**src/rtl/pfem_pkg.sv**
```systemverilog
package pfem_pkg;

  // Time base of the tick input, in hertz (1 to 100000)
  localparam int unsigned TickHz = 1000;
  // Widths sized for the largest supported tick rate
  localparam int unsigned TickW  = 17;
  localparam int unsigned ProdW  = 32 + TickW;  // pulses * TickHz
  localparam int unsigned WideW  = ProdW + 32;  // pulses * TickHz * cal
  localparam int unsigned AddrW  = 5;
  localparam int unsigned DataW  = 32;
  localparam int unsigned StepW  = 5;           // 32 quotient bits

  // Register reset values
  localparam logic [31:0] VoltageCalRst = 32'd8686;
  localparam logic [31:0] CurrentCalRst = 32'd777;
  localparam logic [31:0] PowerCalRst   = 32'd98304;
  localparam logic [12:0] PowerMaxRst   = 13'd3680;
  localparam logic [15:0] MinWindowRst  = 16'd500;
  localparam logic [15:0] SettleRst     = 16'd1000;

  typedef enum logic [2:0] {
    REG_VOLTAGE_CAL,
    REG_CURRENT_CAL,
    REG_POWER_CAL,
    REG_POWER_MAX,
    REG_INVERT_SEL,
    REG_MIN_WINDOW,
    REG_SETTLE
  } reg_idx_e;

  typedef struct packed {
    logic [31:0] voltage_cal;
    logic [31:0] current_cal;
    logic [31:0] power_cal;
    logic [12:0] power_max;
    logic        invert_sel;
    logic [15:0] min_window_ticks;
    logic [15:0] settle_ticks;
  } cfg_t;

  typedef struct packed {
    logic        start;
    logic [31:0] pulses;
    logic [31:0] cal;
    logic [31:0] ticks;
  } md_req_t;

  typedef struct packed {
    logic        done;
    logic [31:0] value;
  } md_rsp_t;

  typedef enum logic [2:0] {
    ST_IDLE,
    ST_CHECK,
    ST_POWER,
    ST_VC,
    ST_OUT
  } meter_state_e;

  typedef enum logic [2:0] {
    MD_IDLE,
    MD_MUL0,
    MD_MUL1,
    MD_MUL2,
    MD_ADD,
    MD_CHK,
    MD_DIV,
    MD_DONE
  } md_state_e;

  // A window register of zero behaves as one
  function automatic logic [31:0] window_floor(input logic [15:0] v);
    window_floor = (v == '0) ? 32'd1 : {16'b0, v};
  endfunction

endpackage

```
**src/rtl/pfem_in_if.sv**
```systemverilog
interface pfem_in_if;
  logic valid;
  logic ready;
  logic tick;
  logic cf_edge;
  logic cf1_edge;
  logic evaluate;

  modport source (output valid, tick, cf_edge, cf1_edge, evaluate, input ready);
  modport sink (input valid, tick, cf_edge, cf1_edge, evaluate, output ready);
endinterface

```
**src/rtl/pfem_out_if.sv**
```systemverilog
interface pfem_out_if;
  logic        valid;
  logic        ready;
  logic        sel_level;
  logic        publish;
  logic [31:0] power;
  logic [31:0] voltage;
  logic        voltage_valid;
  logic [31:0] current;
  logic        current_valid;
  logic [31:0] interval_ticks;

  modport source (
    output valid, sel_level, publish, power, voltage, voltage_valid,
           current, current_valid, interval_ticks,
    input  ready
  );
  modport sink (
    input  valid, sel_level, publish, power, voltage, voltage_valid,
           current, current_valid, interval_ticks,
    output ready
  );
endinterface

```
**src/rtl/pfem_cfg.sv**
```systemverilog
module pfem_cfg (
  input  logic                         clk_i,
  input  logic                         rst_ni,
  input  logic                         psel,
  input  logic                         penable,
  input  logic                         pwrite,
  input  logic [pfem_pkg::AddrW-1:0]   paddr,
  input  logic [pfem_pkg::DataW-1:0]   pwdata,
  output logic [pfem_pkg::DataW-1:0]   prdata,
  output logic                         pready,
  output pfem_pkg::cfg_t               cfg_o
);
  import pfem_pkg::*;

  cfg_t     cfg_q;
  reg_idx_e idx;
  logic     wr_en;

  assign idx    = reg_idx_e'(paddr[AddrW-1:2]);
  assign wr_en  = psel & penable & pwrite;
  assign pready = 1'b1;
  assign cfg_o  = cfg_q;

  always_ff @(posedge clk_i or negedge rst_ni) begin
    if (!rst_ni) begin
      cfg_q.voltage_cal      <= VoltageCalRst;
      cfg_q.current_cal      <= CurrentCalRst;
      cfg_q.power_cal        <= PowerCalRst;
      cfg_q.power_max        <= PowerMaxRst;
      cfg_q.invert_sel       <= 1'b0;
      cfg_q.min_window_ticks <= MinWindowRst;
      cfg_q.settle_ticks     <= SettleRst;
    end else if (wr_en) begin
      unique case (idx)
        REG_VOLTAGE_CAL: cfg_q.voltage_cal      <= pwdata;
        REG_CURRENT_CAL: cfg_q.current_cal      <= pwdata;
        REG_POWER_CAL:   cfg_q.power_cal        <= pwdata;
        REG_POWER_MAX:   cfg_q.power_max        <= pwdata[12:0];
        REG_INVERT_SEL:  cfg_q.invert_sel       <= pwdata[0];
        REG_MIN_WINDOW:  cfg_q.min_window_ticks <= pwdata[15:0];
        REG_SETTLE:      cfg_q.settle_ticks     <= pwdata[15:0];
        default: ;
      endcase
    end
  end

  always_comb begin
    unique case (idx)
      REG_VOLTAGE_CAL: prdata = cfg_q.voltage_cal;
      REG_CURRENT_CAL: prdata = cfg_q.current_cal;
      REG_POWER_CAL:   prdata = cfg_q.power_cal;
      REG_POWER_MAX:   prdata = {19'b0, cfg_q.power_max};
      REG_INVERT_SEL:  prdata = {31'b0, cfg_q.invert_sel};
      REG_MIN_WINDOW:  prdata = {16'b0, cfg_q.min_window_ticks};
      REG_SETTLE:      prdata = {16'b0, cfg_q.settle_ticks};
      default:         prdata = '0;
    endcase
  end

endmodule

```
**src/rtl/pfem_muldiv.sv**
```systemverilog
module pfem_muldiv (
  input  logic              clk_i,
  input  logic              rst_ni,
  input  pfem_pkg::md_req_t req_i,
  output pfem_pkg::md_rsp_t rsp_o
);
  import pfem_pkg::*;

  md_state_e         state_q, state_d;
  logic [31:0]       pulses_q, cal_q, ticks_q;
  logic [63:0]       prod_q;
  logic [TickW-1:0]  p_hi_q;
  logic [WideW-1:0]  wide_q;
  logic [31:0]       rem_q;
  logic [31:0]       res_q;
  logic [StepW-1:0]  cnt_q;

  logic [31:0] mul_a, mul_b;
  logic [63:0] mul_p;
  logic        ovf;
  logic [32:0] trial, diff;
  logic        qbit;

  assign mul_p = mul_a * mul_b;
  // quotient needs more than 32 bits
  assign ovf   = wide_q[WideW-1:32] >= ProdW'(ticks_q);
  assign trial = {rem_q, wide_q[31]};
  assign diff  = trial - {1'b0, ticks_q};
  assign qbit  = trial >= {1'b0, ticks_q};

  // next state; a new request may follow directly on done
  always_comb begin
    state_d = state_q;
    unique case (state_q)
      MD_IDLE: if (req_i.start) state_d = MD_MUL0;
      MD_MUL0: state_d = MD_MUL1;
      MD_MUL1: state_d = MD_MUL2;
      MD_MUL2: state_d = MD_ADD;
      MD_ADD:  state_d = MD_CHK;
      MD_CHK:  state_d = ovf ? MD_DONE : MD_DIV;
      MD_DIV:  if (&cnt_q) state_d = MD_DONE;
      MD_DONE: state_d = req_i.start ? MD_MUL0 : MD_IDLE;
      default: state_d = MD_IDLE;
    endcase
  end

  // shared multiplier operands and response
  always_comb begin
    mul_a = '0;
    mul_b = cal_q;
    unique case (state_q)
      MD_MUL0: begin
        mul_a = pulses_q;
        mul_b = 32'(TickHz);
      end
      MD_MUL1: mul_a = prod_q[31:0];
      MD_MUL2: mul_a = 32'(p_hi_q);
      default: ;
    endcase
    rsp_o.done  = (state_q == MD_DONE);
    rsp_o.value = res_q;
  end

  always_ff @(posedge clk_i or negedge rst_ni) begin
    if (!rst_ni) begin
      state_q <= MD_IDLE;
      cnt_q   <= '0;
    end else begin
      state_q <= state_d;
      if (state_q == MD_CHK) cnt_q <= '0;
      else if (state_q == MD_DIV) cnt_q <= cnt_q + 1'b1;
    end
  end

  always_ff @(posedge clk_i) begin
    case (state_q)
      MD_IDLE, MD_DONE: if (req_i.start) begin
        pulses_q <= req_i.pulses;
        cal_q    <= req_i.cal;
        ticks_q  <= req_i.ticks;
      end
      MD_MUL0: prod_q <= mul_p;
      MD_MUL1: begin
        p_hi_q <= prod_q[ProdW-1:32];
        prod_q <= mul_p;
      end
      MD_MUL2: begin
        wide_q <= WideW'(prod_q);
        prod_q <= mul_p;
      end
      MD_ADD: wide_q <= wide_q + {prod_q[ProdW-1:0], 32'b0};
      MD_CHK: begin
        rem_q <= wide_q[63:32];
        if (ovf) res_q <= '1;
      end
      MD_DIV: begin
        rem_q        <= qbit ? diff[31:0] : trial[31:0];
        wide_q[31:0] <= {wide_q[30:0], qbit};
        if (&cnt_q) res_q <= {wide_q[30:0], qbit};
      end
      default: ;
    endcase
  end

  a_start_idle: assert property (@(posedge clk_i) disable iff (!rst_ni)
    req_i.start |-> (state_q == MD_IDLE || state_q == MD_DONE))
    else $error("muldiv started while busy");

  a_rem_bound: assert property (@(posedge clk_i) disable iff (!rst_ni)
    state_q == MD_DIV |-> rem_q < ticks_q) else $error("remainder out of range");

  a_sat: assert property (@(posedge clk_i) disable iff (!rst_ni)
    (state_q == MD_CHK && ovf) |=> (rsp_o.done && res_q == '1))
    else $error("overflow not saturated");

endmodule

```
**src/rtl/pulse_frequency_energy_meter.sv**
```systemverilog
// A word without evaluate goes from IDLE straight to OUT; one with a window still too short
// passes IDLE, CHECK, OUT. An evaluate that publishes power runs the shared multiply-divide
// unit once: three multiplier passes, one add, a range check, 32 restoring-divide steps
// (skipped on saturation). If the voltage/current window also closes, it runs a second time.
// Throughput: one word at a time; ready is high only while the sequencer is idle.
// Reset (rst_ni low, async): counters, windows and readings clear, settling and select = 1.
module pulse_frequency_energy_meter (
  input  logic                       clk_i,
  input  logic                       rst_ni,
  pfem_in_if.sink                    in_i,
  pfem_out_if.source                 out_o,
  input  logic                       psel,
  input  logic                       penable,
  input  logic                       pwrite,
  input  logic [pfem_pkg::AddrW-1:0] paddr,
  input  logic [pfem_pkg::DataW-1:0] pwdata,
  output logic [pfem_pkg::DataW-1:0] prdata,
  output logic                       pready
);
  import pfem_pkg::*;

  cfg_t    cfg;
  md_req_t md_req;
  md_rsp_t md_rsp;

  pfem_cfg u_cfg (
    .clk_i   (clk_i),
    .rst_ni  (rst_ni),
    .psel    (psel),
    .penable (penable),
    .pwrite  (pwrite),
    .paddr   (paddr),
    .pwdata  (pwdata),
    .prdata  (prdata),
    .pready  (pready),
    .cfg_o   (cfg)
  );

  // one multiply-divide unit, shared by the power and voltage/current rates
  pfem_muldiv u_muldiv (
    .clk_i  (clk_i),
    .rst_ni (rst_ni),
    .req_i  (md_req),
    .rsp_o  (md_rsp)
  );

  meter_state_e state_q, state_d;

  // free-running wrapping counters
  logic [31:0] time_count_q, power_pulse_count_q, vc_pulse_count_q;
  // window start marks
  logic [31:0] pw_tick_q, pw_count_q, vc_tick_q, vc_count_q;
  logic        settling_q, sel_state_q, is_volt_q;
  logic [31:0] last_power_q, voltage_q, current_q;
  logic        voltage_known_q, current_known_q;
  logic        publish_q;
  logic [31:0] interval_q;

  // output word register
  logic        out_valid_q;
  logic        out_sel_q, out_publish_q, out_vvalid_q, out_cvalid_q;
  logic [31:0] out_power_q, out_voltage_q, out_current_q, out_interval_q;

  logic [31:0] min_win, settle, elapsed, cf1_ticks;
  logic        win_ok, settle_ok, vc_ok, use_volt;
  logic        in_fire, out_load, power_ok;

  assign min_win   = window_floor(cfg.min_window_ticks);
  assign settle    = window_floor(cfg.settle_ticks);
  assign elapsed   = time_count_q - pw_tick_q;
  assign cf1_ticks = time_count_q - vc_tick_q;
  assign win_ok    = elapsed >= min_win;
  assign settle_ok = cf1_ticks >= settle;
  assign vc_ok     = cf1_ticks >= min_win;
  // select level that means voltage depends on pin polarity
  assign use_volt  = sel_state_q != cfg.invert_sel;
  // readings above the limit keep the last good power
  assign power_ok  = md_rsp.value <= {3'b0, cfg.power_max, 16'b0};

  assign in_i.ready = (state_q == ST_IDLE);
  assign in_fire    = in_i.valid & in_i.ready;
  assign out_load   = (state_q == ST_OUT) && (!out_valid_q || out_o.ready);

  // next state
  always_comb begin
    state_d = state_q;
    unique case (state_q)
      ST_IDLE:  if (in_fire) state_d = in_i.evaluate ? ST_CHECK : ST_OUT;
      ST_CHECK: state_d = win_ok ? ST_POWER : ST_OUT;
      ST_POWER: if (md_rsp.done) state_d = (!settling_q && vc_ok) ? ST_VC : ST_OUT;
      ST_VC:    if (md_rsp.done) state_d = ST_OUT;
      ST_OUT:   if (out_load) state_d = ST_IDLE;
      default:  state_d = ST_IDLE;
    endcase
  end

  // unit requests: power rate from CHECK, voltage/current rate once power is done
  always_comb begin
    md_req = '0;
    unique case (state_q)
      ST_CHECK: begin
        md_req.start  = win_ok;
        md_req.pulses = power_pulse_count_q - pw_count_q;
        md_req.cal    = cfg.power_cal;
        md_req.ticks  = elapsed;
      end
      ST_POWER: begin
        md_req.start  = md_rsp.done && !settling_q && vc_ok;
        md_req.pulses = vc_pulse_count_q - vc_count_q;
        md_req.cal    = use_volt ? cfg.voltage_cal : cfg.current_cal;
        md_req.ticks  = cf1_ticks;
      end
      default: ;
    endcase
  end

  always_ff @(posedge clk_i or negedge rst_ni) begin
    if (!rst_ni) begin
      state_q             <= ST_IDLE;
      time_count_q        <= '0;
      power_pulse_count_q <= '0;
      vc_pulse_count_q    <= '0;
      pw_tick_q           <= '0;
      pw_count_q          <= '0;
      vc_tick_q           <= '0;
      vc_count_q          <= '0;
      settling_q          <= 1'b1;
      sel_state_q         <= 1'b1;
      last_power_q        <= '0;
      voltage_q           <= '0;
      current_q           <= '0;
      voltage_known_q     <= 1'b0;
      current_known_q     <= 1'b0;
      out_valid_q         <= 1'b0;
    end else begin
      state_q <= state_d;
      if (in_fire) begin
        time_count_q        <= time_count_q + 32'(in_i.tick);
        power_pulse_count_q <= power_pulse_count_q + 32'(in_i.cf_edge);
        vc_pulse_count_q    <= vc_pulse_count_q + 32'(in_i.cf1_edge);
      end
      // rebase the power window as soon as the rate is launched
      if (state_q == ST_CHECK && win_ok) begin
        pw_tick_q  <= time_count_q;
        pw_count_q <= power_pulse_count_q;
      end
      if (state_q == ST_POWER && md_rsp.done) begin
        if (power_ok) last_power_q <= md_rsp.value;
        if (settling_q && settle_ok) begin
          // settle time over: open a measurement window
          vc_count_q <= vc_pulse_count_q;
          vc_tick_q  <= time_count_q;
          settling_q <= 1'b0;
        end
      end
      if (state_q == ST_VC && md_rsp.done) begin
        if (is_volt_q) begin
          voltage_q       <= md_rsp.value;
          voltage_known_q <= 1'b1;
        end else begin
          current_q       <= md_rsp.value;
          current_known_q <= 1'b1;
        end
        // flip the select pin and discard the next settle window
        sel_state_q <= ~sel_state_q;
        vc_tick_q   <= time_count_q;
        settling_q  <= 1'b1;
      end
      if (out_load) out_valid_q <= 1'b1;
      else if (out_o.ready) out_valid_q <= 1'b0;
    end
  end

  // per-word payload
  always_ff @(posedge clk_i) begin
    if (in_fire) begin
      publish_q  <= 1'b0;
      interval_q <= '0;
    end
    if (state_q == ST_CHECK && win_ok) begin
      publish_q  <= 1'b1;
      interval_q <= elapsed;
    end
    if (state_q == ST_POWER && md_rsp.done) is_volt_q <= use_volt;
    if (out_load) begin
      out_sel_q      <= sel_state_q;
      out_publish_q  <= publish_q;
      out_power_q    <= last_power_q;
      out_voltage_q  <= voltage_q;
      out_vvalid_q   <= voltage_known_q;
      out_current_q  <= current_q;
      out_cvalid_q   <= current_known_q;
      out_interval_q <= interval_q;
    end
  end

  assign out_o.valid          = out_valid_q;
  assign out_o.sel_level      = out_sel_q;
  assign out_o.publish        = out_publish_q;
  assign out_o.power          = out_power_q;
  assign out_o.voltage        = out_voltage_q;
  assign out_o.voltage_valid  = out_vvalid_q;
  assign out_o.current        = out_current_q;
  assign out_o.current_valid  = out_cvalid_q;
  assign out_o.interval_ticks = out_interval_q;

  a_rebase: assert property (@(posedge clk_i) disable iff (!rst_ni)
    (state_q == ST_POWER && md_rsp.done) |-> pw_tick_q == time_count_q)
    else $error("power window not rebased");

  a_publish_interval: assert property (@(posedge clk_i) disable iff (!rst_ni)
    (out_valid_q && out_o.publish) |-> out_o.interval_ticks != '0)
    else $error("published word with empty interval");

  a_sel_settle: assert property (@(posedge clk_i) disable iff (!rst_ni)
    !$stable(sel_state_q) |-> settling_q)
    else $error("select changed without settle");

endmodule
```
**src/flat_wrapper.sv**
```systemverilog
// flat-port wrapper written by rule: the top's interface ports become plain ports
module pulse_frequency_energy_meter_flat import pfem_pkg::*;
  (clk_i, rst_ni, psel, penable, pwrite, paddr, pwdata, prdata, pready, in_i_valid, in_i_tick, in_i_cf_edge, in_i_cf1_edge, in_i_evaluate, in_i_ready, out_o_valid, out_o_sel_level, out_o_publish, out_o_power, out_o_voltage, out_o_voltage_valid, out_o_current, out_o_current_valid, out_o_interval_ticks, out_o_ready);
  pfem_in_if in_i_i ();
  pfem_out_if out_o_i ();
  input  logic clk_i;
  input  logic rst_ni;
  input  logic psel;
  input  logic penable;
  input  logic pwrite;
  input  logic [pfem_pkg::AddrW-1:0] paddr;
  input  logic [pfem_pkg::DataW-1:0] pwdata;
  output logic [pfem_pkg::DataW-1:0] prdata;
  output logic pready;
  input wire logic [$bits(in_i_i.valid)-1:0] in_i_valid;
  input wire logic [$bits(in_i_i.tick)-1:0] in_i_tick;
  input wire logic [$bits(in_i_i.cf_edge)-1:0] in_i_cf_edge;
  input wire logic [$bits(in_i_i.cf1_edge)-1:0] in_i_cf1_edge;
  input wire logic [$bits(in_i_i.evaluate)-1:0] in_i_evaluate;
  output wire logic [$bits(in_i_i.ready)-1:0] in_i_ready;
  output wire logic [$bits(out_o_i.valid)-1:0] out_o_valid;
  output wire logic [$bits(out_o_i.sel_level)-1:0] out_o_sel_level;
  output wire logic [$bits(out_o_i.publish)-1:0] out_o_publish;
  output wire logic [$bits(out_o_i.power)-1:0] out_o_power;
  output wire logic [$bits(out_o_i.voltage)-1:0] out_o_voltage;
  output wire logic [$bits(out_o_i.voltage_valid)-1:0] out_o_voltage_valid;
  output wire logic [$bits(out_o_i.current)-1:0] out_o_current;
  output wire logic [$bits(out_o_i.current_valid)-1:0] out_o_current_valid;
  output wire logic [$bits(out_o_i.interval_ticks)-1:0] out_o_interval_ticks;
  input wire logic [$bits(out_o_i.ready)-1:0] out_o_ready;
  assign in_i_i.valid = in_i_valid;
  assign in_i_i.tick = in_i_tick;
  assign in_i_i.cf_edge = in_i_cf_edge;
  assign in_i_i.cf1_edge = in_i_cf1_edge;
  assign in_i_i.evaluate = in_i_evaluate;
  assign in_i_ready = in_i_i.ready;
  assign out_o_valid = out_o_i.valid;
  assign out_o_sel_level = out_o_i.sel_level;
  assign out_o_publish = out_o_i.publish;
  assign out_o_power = out_o_i.power;
  assign out_o_voltage = out_o_i.voltage;
  assign out_o_voltage_valid = out_o_i.voltage_valid;
  assign out_o_current = out_o_i.current;
  assign out_o_current_valid = out_o_i.current_valid;
  assign out_o_interval_ticks = out_o_i.interval_ticks;
  assign out_o_i.ready = out_o_ready;
  pulse_frequency_energy_meter u_core (.clk_i(clk_i), .rst_ni(rst_ni), .in_i(in_i_i), .out_o(out_o_i), .psel(psel), .penable(penable), .pwrite(pwrite), .paddr(paddr), .pwdata(pwdata), .prdata(prdata), .pready(pready));
endmodule
```
**config.mk**
```make
export PLATFORM = sky130hd
export DESIGN_NAME = pulse_frequency_energy_meter_flat
export DESIGN_NICKNAME = d
export VERILOG_FILES = /design/src/rtl/pfem_pkg.sv /design/src/rtl/pfem_in_if.sv /design/src/rtl/pfem_out_if.sv /design/src/rtl/pfem_cfg.sv /design/src/rtl/pfem_muldiv.sv /design/src/rtl/pulse_frequency_energy_meter.sv /design/src/flat_wrapper.sv
export SDC_FILE = /design/constraint.sdc
export NUM_CORES = 2
export LEC_CHECK = 0
export BUFFER_PORTS_ARGS = -buffer_cell sky130_fd_sc_hd__buf_2
export CAP_MARGIN = 20
export CORE_MARGIN = 2
export CORE_UTILIZATION = 55
export DETAILED_ROUTE_END_ITERATION = 10
export PLACE_DENSITY_LB_ADDON = 0.25
export SLEW_MARGIN = 25
export SYNTH_ARGS = -nofsm -noshare
export SYNTH_HDL_FRONTEND = slang
export SYNTH_SLANG_ARGS = --single-unit
export TNS_END_PERCENT = 1
```
**constraint.sdc**
```tcl
create_clock -name clk_i -period 12.5 [get_ports clk_i]
set_input_delay 1.25 -clock clk_i [delete_from_list [all_inputs] [get_ports clk_i]]
set_output_delay 1.25 -clock clk_i [all_outputs]
set_load 0.03 [all_outputs]
```
==> flow_summary.yaml <==
status:
  status: "finished, final reports clean"
die:
  die_h_um: 392
  io_pins: 215
  start_util: 0.554
  rows: 142
  dieArea_um2: 154000
  coreArea_um2: 150000
  die_w_um: 392
logic_synthesis:
  async_flop_share: 0.495
  avgSynthCellArea_um2: 9.95
  ys_warn_count: 0
  synth_edf_count: 487
  synth_cell_types: 90
  synth_cells: 8340
  syn_nets: 9858
  yosys-top-cells-area: "fa_1 22%, edfxtp_1 18%, dfrtp_1 13%"
  ys_ff_latch: 966
  synth_common_cells: "1117 x inv_1, 1003 x nand2_1, 902 x fa_1"
  ys.flop_type: "edfxtp_1"
  synth_top_area_cell: "fa_1"
  synth_top_area_frac: 0.218
  syn_area_um2: 83000
  yosysSeqAreaShare: 0.321
  yosysMostFrequentCell: "inv_1"
setup_path:
  cp.arrival_ns: 11.38
  rr_worst_depth: 29
  cp-endpoint: "u_core.u_muldiv.prod_q[56]$_DFFE_PP_"
  worstPathRequired_ns: 13.01
  r2r_end: "u_core.u_muldiv.prod_q[56]$_DFFE_PP_"
  slowest_stage: "a22o_1"
  cpPeakStageDelay_ns: 0.99
  start_kind: "flip-flop"
  cp_max_fo: 36
  endpoint_kind: "flip-flop"
  r2r-start: "u_core.u_muldiv.state_q[0]$_DFFE_PN0P_"
  crit_top_cell: "fa_1"
  crit_type: "flip-flop to flip-flop"
  startpoint: "u_core.u_muldiv.state_q[0]$_DFFE_PN0P_"
  r2r_slack_ns: 1.63
global_routing:
  grt_max_degree: 179
  grt_first_pass_wirelength_mm: 379
  grt-ovfl-total: 0
  grt_usage: 0.327
  antenna_found_initial: 4
  grt_pass1_vias: 63200
route:
  vias_per_cell: 5.94
  dr.pass1.iters: 7
  drc_errors: 0
  num_vias: 62600
  ant_nets: 0
  wl_mm: 247
  drt-initial-drc-count: 5910
  wl_per_cell_um: 23.4
place:
  portBuffers: 211
  place_area_um2: 86600
  gp_congestion: 1.02
  dp_hpwl_mm: 188
sta:
  finalSetupViolCount: 0
  maxSlewViolCount: 0
  worstMarginPinSlew_ns: 1.23
  period_share: 0.870
  min_period_ns: 10.87
  fin_skew_ns: 0.0733
  fin_setup_tns_ns: 0
  max-slew-margin-rel: 0.179
  hold_viol: 0
  holdWs_ns: 0.378
  rsz0062_at_grt: "false"
  fmax_mhz: 92.0
clock_tree:
  cts.path.max_buffers: 3
  cts_root_buf: "clkbuf_16"
  postCtsSetupBuffers: 0
  cts_resized: 0
  clk_pin_slew_ns: 0.06
  cts_tree: "yes"
  cts.sink_count: 966
  cts_buffers: 98
  htreeDepth: 3
  cts_hold_buf: 0
  clock_latency_ns: 0.77
finish:
  synthToLayoutAreaGrowth_pct: 8.41
  drive_gt1_frac: 0.108
  stdcell_area_um2: 90000
  largest_reg_flops: 142
  final_nets: 9959
hold_path:
  hold_class: "flip-flop to flip-flop"
job:
  drv_cap: 0
cells in the final DEF, fill, tap and decap left out, types with 33 or more instances in the layout:
| master | instances |
|---|---|
| and3_1 | 68 |
| nand4_1 | 47 |
| o21ai_1 | 61 |
| clkbuf_16 | 101 |
| o21bai_1 | 33 |
| nor2b_1 | 50 |
| nand3_1 | 153 |
| a31oi_1 | 34 |
| a21oi_1 | 304 |
| xor2_1 | 118 |
| o21a_1 | 55 |
| inv_1 | 1117 |
| o21ai_0 | 287 |
| dfrtp_1 | 443 |
| dfstp_2 | 33 |
| mux2i_1 | 73 |
| xnor2_1 | 202 |
| o22ai_1 | 33 |
| nor3_1 | 68 |
| nor2_1 | 814 |
| ha_1 | 568 |
| mux2_2 | 282 |
| fa_1 | 902 |
| and2_1 | 43 |
| a21o_1 | 190 |
| edfxtp_1 | 487 |
| or3_1 | 53 |
| nand2b_1 | 46 |
| nand2_1 | 1000 |
| buf_4 | 152 |
| buf_2 | 210 |
worst max-delay path, delay by kind of cell (launching register included):
kind	cells	cell delay, ns
buffers and inverters	6	0.74
xor gates and xnor gates	1	0.25
DFF	1	0.71
adders and majority gates	9	4.58
and+or+nand+nor	8	2.15
AOI/OAI and AO/OA	5	2.15
cell type report:
class | count | area [um2]
antenna | 1 | 2.50
clock buffer | 137 | 2760
clock inverter | 48 | 599
fill | 12500 | 59800
inverter | 1117 | 4190
multi-input combinational | 5891 | 51000
sequential | 966 | 26600
tap | 2016 | 2520
timing repair buffer | 367 | 2300
worst min path at each step:
stage          slack (ns)                                         to                                 from  cells past startpoint
2_1_floorplan        0.40   u_core.out_o.interval_ticks[0]$_DFFE_PP_   u_core.interval_q[0]$_SDFFCE_PN0P_                      0
3_3_place_gp         0.41  u_core.out_o.interval_ticks[28]$_DFFE_PP_  u_core.interval_q[28]$_SDFFCE_PN0P_                      0
3_5_place_dp         0.40  u_core.out_o.interval_ticks[20]$_DFFE_PP_  u_core.interval_q[20]$_SDFFCE_PN0P_                      0
4_1_cts              0.39  u_core.out_o.interval_ticks[29]$_DFFE_PP_  u_core.interval_q[29]$_SDFFCE_PN0P_                      0
5_1_grt              0.39  u_core.out_o.interval_ticks[29]$_DFFE_PP_  u_core.interval_q[29]$_SDFFCE_PN0P_                      0
6_report             0.38  u_core.out_o.interval_ticks[29]$_DFFE_PP_  u_core.interval_q[29]$_SDFFCE_PN0P_                      0
routing by layer:
layer | vias to the layer above | wire [um] | global-route usage
li1 | 27800 | - | -
met1 | 31500 | 98800 | 0.440
met2 | 2747 | 109000 | 0.496
met3 | 662 | 22600 | 0.0681
met4 | 6 | 16500 | 0.180
met5 | - | 41 | 0
metrics by stage:
| stage | utilization | std cells | setup WS (ns) |
|---|---|---|---|
| after floorplan | - | 8340 | 3.28 |
| after global placement | 0.578 | 10400 | 2.14 |
| after detailed placement | 0.578 | 10400 | 2.03 |
| after CTS | 0.600 | 10500 | 1.92 |
| after global routing | 0.601 | 10500 | 1.26 |
| final | 0.601 | 10500 | 1.63 |
kinds of logic after synthesis:
kind of cell / after synthesis / synth area share
xor+xnor: 321 / 0.0339
fa+ha+maj: 1470 / 0.303
buf+inv: 1483 / 0.0676
other cells: 1 / 0.0000452
flops: 966 / 0.321
compound gates: 1286 / 0.0986
mux: 358 / 0.0477
simple gates: 2455 / 0.128
Power is left out: the tool's default activity adds up to more than one toggle a clock period on the data nets, which glitch-free logic cannot reach.
